File: src/design/hpfd_pkg.sv
// Shared types, constants and control structs for the heartbeat phi failure detector.
// No dependencies; every other file in the design imports this package.
package hpfd_pkg;

  localparam int PEERS_DEF        = 16;
  localparam int WINDOW_DEPTH_DEF = 64;

  localparam int TIME_W  = 48;
  localparam int GAP_W   = 32;
  localparam int PHI_W   = 24;
  localparam int THR_W   = 16;
  localparam int SCALE_W = 16;
  localparam int PROD_W  = PHI_W + SCALE_W;
  localparam int DIV_STEPS = PHI_W;
  localparam int STEP_W  = 5;

  localparam logic [PHI_W-1:0] PHI_MAX = '1;

  localparam logic [1:0] ACT_REPORT    = 2'd0;
  localparam logic [1:0] ACT_INTERPRET = 2'd1;
  localparam logic [1:0] ACT_REMOVE    = 2'd2;
  localparam logic [1:0] ACT_FORCE     = 2'd3;

  localparam logic [1:0] CFG_MAX_INTERVAL  = 2'd0;
  localparam logic [1:0] CFG_INIT_INTERVAL = 2'd1;
  localparam logic [1:0] CFG_THRESHOLD     = 2'd2;
  localparam logic [1:0] CFG_PHI_SCALE     = 2'd3;

  localparam logic [GAP_W-1:0]   MAX_INTERVAL_RST  = 32'd2000000;
  localparam logic [GAP_W-1:0]   INIT_INTERVAL_RST = 32'd2000000;
  localparam logic [THR_W-1:0]   THRESHOLD_RST     = 16'd2048;
  localparam logic [SCALE_W-1:0] PHI_SCALE_RST     = 16'd28462;

  typedef struct packed {
    logic [1:0]        action;
    logic [3:0]        peer;
    logic [TIME_W-1:0] now_time;
  } in_t;

  typedef struct packed {
    logic             known;
    logic             convicted;
    logic [PHI_W-1:0] phi_value;
  } out_t;

  typedef struct packed {
    logic load;
    logic exec;
    logic div_step;
    logic mul;
    logic cmp;
    logic out_load;
  } cmd_t;

  typedef struct packed {
    logic [1:0] action;
    logic       in_range;
    logic       known;
    logic       need_div;
  } status_t;

endpackage

File: src/design/hpfd_ctrl.sv
// Controller state machine: sequences read, execute, divide, scale and output beats.
// Depends on hpfd_pkg; drives hpfd_dp through cmd_t.
module hpfd_ctrl (
  input  logic              clk,
  input  logic              rst,
  input  logic              in_valid,
  output logic              in_ready,
  output logic              out_valid,
  input  logic              out_ready,
  input  hpfd_pkg::status_t status,
  output hpfd_pkg::cmd_t    cmd
);
  import hpfd_pkg::*;

  localparam logic [2:0] S_IDLE = 3'd0;
  localparam logic [2:0] S_RD1  = 3'd1;
  localparam logic [2:0] S_RD2  = 3'd2;
  localparam logic [2:0] S_EXEC = 3'd3;
  localparam logic [2:0] S_DIV  = 3'd4;
  localparam logic [2:0] S_MUL  = 3'd5;
  localparam logic [2:0] S_CMP  = 3'd6;
  localparam logic [2:0] S_DONE = 3'd7;

  logic [2:0]        state, state_next;
  logic [STEP_W-1:0] step, step_next;
  logic              out_valid_next;
  logic              interp;

  assign in_ready = state == S_IDLE;
  assign interp = status.in_range && status.known && status.action == ACT_INTERPRET;

  always_comb begin
    state_next     = state;
    step_next      = step;
    out_valid_next = out_valid && !out_ready;
    cmd            = '0;
    unique case (state)
      S_IDLE: begin
        if (in_valid) begin
          cmd.load   = 1'b1;
          state_next = S_RD1;
        end
      end
      S_RD1: state_next = S_RD2;
      S_RD2: state_next = S_EXEC;
      S_EXEC: begin
        cmd.exec  = 1'b1;
        step_next = '0;
        if (interp) begin
          state_next = status.need_div ? S_DIV : S_MUL;
        end else begin
          state_next = S_DONE;
        end
      end
      S_DIV: begin
        cmd.div_step = 1'b1;
        step_next    = step + 1'b1;
        if (step == STEP_W'(DIV_STEPS - 1)) begin
          state_next = S_MUL;
        end
      end
      S_MUL: begin
        cmd.mul    = 1'b1;
        state_next = S_CMP;
      end
      S_CMP: begin
        cmd.cmp    = 1'b1;
        state_next = S_DONE;
      end
      S_DONE: begin
        // hold until the output register is free
        if (!out_valid || out_ready) begin
          cmd.out_load   = 1'b1;
          out_valid_next = 1'b1;
          state_next     = S_IDLE;
        end
      end
      default: state_next = S_IDLE;
    endcase
  end

  always_ff @(posedge clk) begin
    if (rst) begin
      state     <= S_IDLE;
      step      <= '0;
      out_valid <= 1'b0;
    end else begin
      state     <= state_next;
      step      <= step_next;
      out_valid <= out_valid_next;
    end
  end

endmodule

File: config.mk
export PLATFORM = sky130hd
export DESIGN_NAME = hpfd_ctrl
export DESIGN_NICKNAME = d
export VERILOG_FILES = /design/src/design/hpfd_pkg.sv /design/src/design/hpfd_ctrl.sv
export SDC_FILE = /design/constraint.sdc
export NUM_CORES = 1
export LEC_CHECK = 0
export BUFFER_PORTS_ARGS = -buffer_cell sky130_fd_sc_hd__buf_2
export CAP_MARGIN = 20
export CORE_ASPECT_RATIO = 1.4
export CORE_MARGIN = 5
export CORE_UTILIZATION = 25
export CTS_CLUSTER_DIAMETER = 50
export DETAILED_ROUTE_END_ITERATION = 10
export PLACE_DENSITY_LB_ADDON = 0.3
export SLEW_MARGIN = 20
export SYNTH_ARGS = -nofsm -noshare
export SYNTH_HDL_FRONTEND = slang
export SYNTH_SLANG_ARGS = --single-unit
File: constraint.sdc
create_clock -name clk -period 4.6 [get_ports clk]
set_input_delay 0.69 -clock clk [delete_from_list [all_inputs] [get_ports clk]]
set_output_delay 0.69 -clock clk [all_outputs]
set_load 0.02 [all_outputs]
==> results of run 1 <==
metrics by stage:
| step | utilization | std cells | power [uW] | area, um2 | setup WS [ns] |
|---|---|---|---|---|---|
| 2_1_floorplan | - | 59 | 116.6 | 490.5 | 2.615 |
| 3_3_place_gp | 0.2904 | 91 | 123.2 | 559.3 | 2.625 |
| 3_5_place_dp | 0.2904 | 91 | 123.4 | 559.3 | 2.596 |
| 4_1_cts | 0.3041 | 95 | 186.2 | 585.6 | 2.301 |
| 5_1_grt | 0.3041 | 95 | 193.0 | 585.6 | 2.206 |
| 6_report | 0.3041 | 95 | 182.5 | 585.6 | 2.296 |
worst max-delay path: cells and delay by family (launching register included):
family,cells,cell delay (ns)
DFF,1,0.47
and+or+nand+nor,1,0.53
buffers and inverters,2,0.35
kinds of logic after synthesis:
group / share of synthesized area
flip-flops: 0.3673
buffers and inverters: 0.09185
AND/OR/NAND/NOR: 0.3317
adder cells (fa/ha/maj): 0.02551
AO/OA/AOI/OAI: 0.1837
registers in the layout (all words and copies together) (netlist names):
| signal | cells |
|---|---|
| step | 5 |
| state | 3 |
| out_valid | 1 |
area by class of cell:
type / count / area [um2]
clock buffers: 4 / 26.28
multi-input cells: 43 / 265.3
inverters: 2 / 7.507
repair buffers: 16 / 80.08
fillers: 213 / 1340
flip-flops and latches: 9 / 180.2
well taps: 21 / 26.28
placed cells by master (no fill, tap or decap), types with 2 or more instances in the layout:
cell type and count:
a21oi_1 6, buf_2 16, clkbuf_4 3, dfxtp_1 9, inv_1 2, nand2_1 5, nand3_1 5, nand4b_1 2
nor2_1 3, nor3_1 2, o211ai_1 2, or3_1 2
metal layers:
metal | up-vias | global-route usage | wire length, um | share of wire
li1 | 245 | - | - | -
met1 | 227 | 0.09807 | 471 | 0.43
met2 | 15 | 0.1174 | 528 | 0.49
met3 | 4 | 0.01729 | 57 | 0.053
met4 | 0 | 0.06228 | 27 | 0.025
met5 | - | 0 | 0 | 0
power groups by stage:
stage	registers, uW	logic (uW)	clock network, uW
6_report	90.2	31.2	61.1
3_3_place_gp	91.8	31.3	0
5_1_grt	91.7	34.0	67.3
2_1_floorplan	85.0	31.6	0
4_1_cts	90.2	31.6	64.3
3_5_place_dp	91.9	31.5	0
worst min-delay path by stage:
stage / end / slack, ns / depth (start not counted)
final: step[1] / 0.52 / 2
after detailed placement: step[1] / 0.51 / 2
after global placement: step[1] / 0.49 / 2
after floorplan: step[1] / 0.47 / 2
after global routing: step[0] / 0.55 / 1
after CTS: step[1] / 0.52 / 2
==> out/qor.yml, run 1 <==
status: "completed"
finClkSkew_ns: 0.003235
fin_nets: 85
ys_ff_latch: 9
grt_first_pass_wirelength_um: 1773
cts-resized-gates: 0
drc: 0
overflow: 0
cp-startpoint: "state[2]"
synthArstFlopShare: 0
hold_buffers: 0
ys_warn_count: 0
avgSynthCellArea_um2: 8.313
synth_most_common_cell: "dfxtp_1"
slew_headroom: 0.7579
drt-total-wl_um: 1084
core_mm2: 0.001926
swShare: 0.2923
yosysTopAreaCell: "dfxtp_1"
yosys-top-cells-area: "dfxtp_1, a21oi_1, nand3_1"
cp-start-kind: "flop"
rsz0062_at_grt: "no"
ys_seq_area_frac: 0.3673
die_y_um: 62.41
antenna_found_initial: 0
start_util: 0.2547
p_clk_frac: 0.335
vias: 491
synth_top_area_frac: 0.3673
sequentialPowerShare: 0.494
ys_types: 29
final_hold_viol_count: 0
leakage_uw: 0.0002518
crit_path_cell_trace: "or3b_1, inv_1, buf_2"
clk_pin_slew_ns: 0.06
syn_to_final_growth_pct: 19.39
ir_drop_mv: 0.1142
h-tree-depth: 1
clock_latency_ns: 0.26
fp-row-count: 19
cts_max_path_buffers: 2
crit_fanout: 10
synthCells: 59
port_buffers: 16
grt_pass1_vias: 462
required_ns: 3.91
fin_crit_sh: 0.5008
synthTopCellsByCount: "dfxtp_1, a21oi_1, nand2_1, nand3_1, nor2_1"
drv_cap: 0
numCtsBuffers: 3
tns_ns: 0
cp.arrival_ns: 1.61
die_x_um: 47.44
cts.sink_count: 9
dp_hpwl_um: 844
drive_gt1_frac: 0.2703
cts_root_buffer: "clkbuf_4"
p_int_uw: 129.2
cp_slowest_stage_delay_ns: 0.53
tightest_slew_ns: 0.3582
end_kind: "output pin"
first_pass_iters: 4
criticalPathCategory: "reg2out"
gp_congestion: 0.7341
setup_viol: 0
slew_viol_final: 0
via_per_inst: 5.168
cp_slowest_cell: "or3b_1"
syn-num-nets: 69
rr_endpoint: "step[3]"
synth.cell_area_um2: 490.5
tritoncts: "done"
reg2reg_setup_slack_ns: 3.00
fmax_mhz: 434.1
antenna_left: 0
dieArea_mm2: 0.002960
ys.flop_type: "dfxtp_1"
fin_hold_ws_ns: 0.5166
synth_edf_count: 0
avgRoutedWirePerCell_um: 11.41
power_density_mw_per_mm2: 311.7
n_antenna_cell: 0
critPathCapture: "cmd[3]"
drt_iter0_drc: 6
combPwrFrac: 0.171
post_cts.repair.setup_buffers: 0
pin_count: 17
min-delay-start: "step[1]"
gr-usage-all-layers: 0.08117
switchingPower_uw: 53.34
reg2reg_from: "state[2]"
grt_max_degree: 12
hold_class: "reg2reg"
ff2ff_path_depth: 3
fin_crit_ns: 2.304
No activity file was read; power rests on OpenSTA's default activity.
==> inputs of run 2 (changes only) <==
--- a/config.mk
+++ b/config.mk
@@ -5,6 +5,7 @@
 export SDC_FILE = /design/constraint.sdc
 export NUM_CORES = 1
 export LEC_CHECK = 0
+export ABC_AREA = 1
 export BUFFER_PORTS_ARGS = -buffer_cell sky130_fd_sc_hd__buf_2
 export CAP_MARGIN = 20
 export CORE_ASPECT_RATIO = 1.4
==> constraint.sdc (replaced) <==
create_clock -name clk -period 2.1 [get_ports clk]
set_input_delay 0.315 -clock clk [delete_from_list [all_inputs] [get_ports clk]]
set_output_delay 0.315 -clock clk [all_outputs]
set_load 0.02 [all_outputs]
==> run 2 against run 1 <==
Hold slack worse by 0.19 ns. Cell count rose by 35%. Flip-flop and latch count unchanged. Synthesized cell count up 46%. Synthesized area increased by 13%. Global-route usage rose by 0.22 points. Final area increased by 17%. Die area increased by 10%. Power rose to 2.7 times the previous value. Non-clock buffer count unchanged.
==> out/qor.yml, run 2 <==
synthArstFlopShare: 0  # unchanged
cp.arrival_ns: 1.23  # -0.38 ns
fin_crit_ns: 1.541
core_mm2: 0.002152  # +12%
antenna_left: 0  # unchanged
largest-register: "step"
port_buffers: 16  # unchanged
end_kind: "output pin"
die_y_um: 65.65  # +5.2%
reg2reg_setup_slack_ns: 0.85  # -2.15 ns
synthCells: 86  # +46%
first_pass_iters: 4  # unchanged
synthMuxAreaShare: 0  # unchanged
ir_drop_mv: 0.2203  # +93%
status: "completed"
yosys.area_share.adder: 0.02262  # -0.002886
gr-usage-all-layers: 0.08341  # +0.002242
yosys-top-cells-area: "dfxtp_1, nand2_1, inv_1"
cts_root_buffer: "clkbuf_4"
setup_viol: 0  # unchanged
hold_buffers: 0  # unchanged
drt_iter0_drc: 7  # +1
antenna_found_initial: 0  # unchanged
nFillCells: 239  # +12%
leakage_uw: 0.0003474  # +38%
synth.cell_area_um2: 553.0  # +13%
drv_cap: 0  # unchanged
cts_max_path_buffers: 2  # unchanged
synth_xor_area_frac: 0  # unchanged
cp-start-kind: "flop"
grt_max_degree: 8  # -4
reg2reg_from: "step[0]"
power_density_mw_per_mm2: 726.6  # +130%
drt-total-wl_um: 1264  # +17%
synth_top_area_frac: 0.3258  # -0.04156
avgRoutedWirePerCell_um: 9.875  # -13%
tritoncts: "done"
layout_commonest_cell: "nand2_1"
cts-resized-gates: 0  # unchanged
grt_first_pass_wirelength_um: 2090  # +18%
synth_compound_area_frac: 0.1041  # -0.07960
clk_pin_slew_ns: 0.07  # about the same
die_x_um: 49.75  # +4.9%
tightest_slew_ns: 0.2827  # -0.07552 ns
via_per_inst: 4.461  # -14%
syn-num-nets: 96  # +39%
slew_viol_final: 0  # unchanged
cp-startpoint: "state[2]"
ys.flop_type: "dfxtp_1"
synth_top_family_by_area: "simple AND/OR/NAND/NOR gates"
ys_ff_latch: 9  # unchanged
final_cell_mix: "nand2_1, buf_2, inv_1, nor2_1, dfxtp_1"
ys_types: 17  # -41%
final_hold_viol_count: 0  # unchanged
tns_ns: 0  # unchanged
start_util: 0.2570  # +0.002266
reg.largest.list: "step: 5 flops, state: 3 flops, out_valid: 1 flops"
hold_class: "in2reg"
overflow: 0  # unchanged
numCtsBuffers: 3  # unchanged
holdPathStages: 2  # unchanged
fmax_mhz: 649.1
yosys.area_share.simple: 0.4457  # +0.1141
ys_warn_count: 0  # unchanged
syn_to_final_growth_pct: 24.21
pin_count: 17  # unchanged
min-delay-start: "rst"
n_antenna_cell: 0  # unchanged
rsz0062_at_grt: "no"
grt_pass1_vias: 553  # +20%
cts.sink_count: 9  # unchanged
largest_reg_flops: 5  # unchanged
gp_congestion: 0.8422  # +15%
slew_headroom: 0.8113  # +0.05335
finClkSkew_ns: 0.007631  # +0.004397 ns
criticalPathCategory: "reg2out"
fp-row-count: 20  # +1
crit_fanout: 6  # -4
yosysTopAreaCell: "dfxtp_1"
synth_most_common_cell: "nand2_1"
hold-path-endpoint: "step[1]"
clock_latency_ns: 0.26  # about the same
synthTopCellsByCount: "nand2_1, inv_1, nor2_1"
post_cts.repair.setup_buffers: 0  # unchanged
fin_crit_sh: 0.7336
drive_gt1_frac: 0.3208  # +0.05048
ff2ff_path_depth: 8  # +5
dieArea_mm2: 0.003266  # +10%
required_ns: 1.78  # -2.13 ns
ys_seq_area_frac: 0.3258  # -0.04156
avgSynthCellArea_um2: 6.431  # -23%
rr_endpoint: "state[0]"
finish.utilization: 0.3192  # +0.01509
fin_nets: 117  # +38%
synth_edf_count: 0  # unchanged
vias: 571  # +16%
dp_hpwl_um: 1071  # +27%
h-tree-depth: 1  # unchanged
drc: 0  # unchanged
## run 2: cell count changes after synthesis, moves of 5 or more
| cell | before | now |
|---|---|---|
| nand2_1 | 5 | 17 |
| inv_1 | 2 | 13 |
| nor2_1 | 3 | 11 |
| nand2_2 | 0 | 5 |
| nor2_2 | 0 | 5 |
## run 2: area by class of cell
cell class              instances  area (um2)  share of cell area
multi-input cells              62       316.6              0.4608
repair buffers                 16       80.08              0.1166
clock buffers                   4       26.28             0.03825
flip-flops and latches          9       180.2              0.2623
well taps                      22       27.53             0.04007
inverters                      15       56.30             0.08197
## run 2: logic make-up after synthesis
kind of cell	after synthesis
and+or+nand+nor	50
buffers and inverters	15
AOI/OAI and AO/OA	11
DFF	9
adders and majority gates	1
## run 2: worst max-delay path by stage
| stage | slack [ns] | depth (start not counted) | end |
|---|---|---|---|
| 5_1_grt | 0.48 | 4 | cmd[5] |
| 3_5_place_dp | 0.83 | 3 | cmd[0] |
| 3_3_place_gp | 0.84 | 3 | cmd[0] |
| 6_report | 0.56 | 3 | cmd[3] |
| 4_1_cts | 0.54 | 3 | cmd[0] |
| 2_1_floorplan | 0.74 | 2 | cmd[0] |
## run 2: report_power, final
group          internal (uW)  switching, uW  leakage, uW
Combinational           53.6            104     0.000259
Clock                   73.2           61.6    0.0000150
Sequential               184           22.7    0.0000732
Total                    311            188     0.000347
## run 2: layer usage
metal | vias up | track usage | share of wire | wire length [um]
met5 | - | 0 | 0 | 0
met4 | 0 | 0.09180 | 0.057 | 72
met3 | 6 | 0.01587 | 0.063 | 79
met2 | 17 | 0.1529 | 0.52 | 655
met1 | 242 | 0.06712 | 0.36 | 457
li1 | 306 | - | - | -
## run 2: per-stage QoR
stage	instance area, um2	hold WS, ns	setup WS, ns	std cells	total power [uW]
after floorplan	553.0	0.3841	0.7366	86	322.7
after global placement	660.6	0.4692	0.8370	124	370.4
after detailed placement	660.6	0.4832	0.8268	124	370.3
after CTS	686.9	0.3231	0.5418	128	508.4
after global routing	686.9	0.3376	0.4841	128	533.9
final	686.9	0.3223	0.5594	128	499.1
## run 2: worst max-delay path: stages, from the launching register on
cell	delay, ns
dfxtp_1	0.48
nand2_2	0.14
nor2_4	0.16
buf_2	0.19
==> inputs of run 3 (changes only) <==
--- a/config.mk
+++ b/config.mk
@@ -5,7 +5,7 @@
 export SDC_FILE = /design/constraint.sdc
 export NUM_CORES = 1
 export LEC_CHECK = 0
-export ABC_AREA = 1
+export ABC_AREA = 0
 export BUFFER_PORTS_ARGS = -buffer_cell sky130_fd_sc_hd__buf_2
 export CAP_MARGIN = 20
 export CORE_ASPECT_RATIO = 1.4
==> constraint.sdc (replaced) <==
create_clock -name clk -period 1.4 [get_ports clk]
set_input_delay 0.21 -clock clk [delete_from_list [all_inputs] [get_ports clk]]
set_output_delay 0.21 -clock clk [all_outputs]
set_load 0.02 [all_outputs]
==> run 3 against run 2 <==
The run now ends with setup timing left. Highest routed layer unchanged. Sequential power increased by 35%. Routed wire length decreased by 5.1%. Largest power group unchanged. Cell count decreased by 20%. Combinational power increased by 17%. Global-route usage increased by 0.88 points.
==> out/qor.yml, run 3 (synthesis results as in run 1) <==
layout_commonest_cell: "buf_2"
nFillCells: 209  # -13%
leakage_uw: 0.0002934  # -16%
slew_viol_final: 0  # unchanged
fin_ws_ns: -0.02438  # -0.5838 ns
gp_congestion: 0.6871  # -18%
final_hold_viol_count: 0  # unchanged
port_buffers: 16  # unchanged
tightest_slew_ns: 0.3336  # +0.05095 ns
avgRoutedWirePerCell_um: 11.65  # +18%
ir_drop_mv: 0.5186  # +140%
violations: "setup timing"
criticalPathCategory: "reg2out"
cts_max_path_buffers: 2  # unchanged
tritoncts: "done"
setup_viol: 2  # +2
final_cell_mix: "buf_2, buf_4, a21oi_1, dfxtp_1"
grt_max_degree: 11  # +3
drc: 0  # unchanged
finish.utilization: 0.3600  # +0.04079
start_util: 0.2547  # -0.002266
drive_gt1_frac: 0.4390  # +0.1183
drt-total-wl_um: 1200  # -5.1%
core_mm2: 0.001926  # -11%
gr-usage-all-layers: 0.09219  # +0.008780
grt_pass1_vias: 468  # -15%
clock_latency_ns: 0.25  # about the same
n_antenna_cell: 0  # unchanged
cp.arrival_ns: 1.21  # -0.02 ns
crit_fanout: 4  # -2
syn_to_final_growth_pct: 41.33
slew_headroom: 0.7745  # -0.03674
drv_cap: 0  # unchanged
fin_nets: 93  # -21%
fin_crit_sh: 1.017
crit_path_cell_trace: "or3b_4, clkinvlp_4, buf_6"
via_per_inst: 4.932  # +11%
cp-start-kind: "flop"
numCtsBuffers: 3  # unchanged
clk_pin_slew_ns: 0.06  # about the same
power_density_mw_per_mm2: 946.0  # +30%
pin_count: 17  # unchanged
fp-row-count: 19  # -5.0%
largest-register: "step"
end_kind: "output pin"
fin_hold_ws_ns: 0.2524  # -0.06988 ns
drt_iter0_drc: 11  # +4
overflow: 0  # unchanged
finClkSkew_ns: 0.002358  # -0.005273 ns
fin_crit_ns: 1.424
reg.largest.list: "step: 5 flops, state: 3 flops, out_valid: 1 flops"
grt_first_pass_wirelength_um: 1987  # -4.9%
vias: 508  # -11%
cts_root_buffer: "clkbuf_4"
cts.sink_count: 9  # unchanged
cp_slowest_stage_delay_ns: 0.43  # -0.05 ns
die_x_um: 47.44  # -4.7%
fmax_mhz: 702.1
largest_reg_flops: 5  # unchanged
dieArea_mm2: 0.002960  # -9.4%
crit_buf_inv: 2  # +1
required_ns: 1.19  # -0.59 ns
hold_buffers: 0  # unchanged
antenna_left: 0  # unchanged
status: "finished with violations"
first_pass_iters: 2  # -2
dp_hpwl_um: 842  # -21%
antenna_found_initial: 0  # unchanged
h-tree-depth: 1  # unchanged
crit_family: "simple AND/OR/NAND/NOR gates"
dp_worst_setup_slack_ns: 0.05757  # -0.7692 ns
cp_slowest_cell: "or3b_4"
die_y_um: 62.41  # -4.9%
rsz0062_at_grt: "yes"
hold_class: "in2reg"
tns_ns: -0.02496  # -0.02496 ns
-- run 3: cell type report --
| cell class | count | area [um2] | share of cell area |
|---|---|---|---|
| sequential | 9 | 183.9 | 0.2653 |
| clock buffer | 4 | 26.28 | 0.03791 |
| timing repair buffer | 24 | 161.4 | 0.2329 |
| multi-input combinational | 43 | 284.0 | 0.4097 |
| inverter | 2 | 11.26 | 0.01625 |
| tap | 21 | 26.28 | 0.03791 |
-- run 3: repair_timing --
action	4_1_cts	5_1_grt
gates cloned	0	0
gates resized for setup	5	9
setup buffers	2	2
pin swaps	2	2
setup endpoints to repair	4	5
-- run 3: where the power goes --
group | internal [uW] | switching [uW] | total, uW
clock network | 109 | 84.1 | 193
registers | 271 | 7.97 | 279
logic | 90.4 | 92.8 | 183
-- run 3: worst paths after layout --
path | from | end | slack [ns] | cells after the start
setup / recovery | state[1] | cmd[3] | -0.02 | 3
setup reg to reg | state[1] | step[3] | 0 | 4
hold / removal | rst | out_valid | 0.25 | 2
hold reg to reg | step[1] | step[1] | 0.51 | 2
-- run 3: through the flow --
stage | cell area, um2 | std cells | power (uW)
2_1_floorplan | 503.0 | 59 | 389.9
3_3_place_gp | 598.1 | 95 | 428.2
3_5_place_dp | 598.1 | 95 | 429.3
4_1_cts | 653.1 | 101 | 642.0
5_1_grt | 693.2 | 103 | 697.7
6_report | 693.2 | 103 | 655.7
-- run 3: routing by layer --
| metal | global-route usage | up-vias | part of all wire |
|---|---|---|---|
| li1 | - | 264 | - |
| met1 | 0.1076 | 229 | 0.38 |
| met2 | 0.1409 | 13 | 0.53 |
| met3 | 0.02882 | 2 | 0.066 |
| met4 | 0.05190 | 0 | 0.021 |
| met5 | 0 | - | 0 |
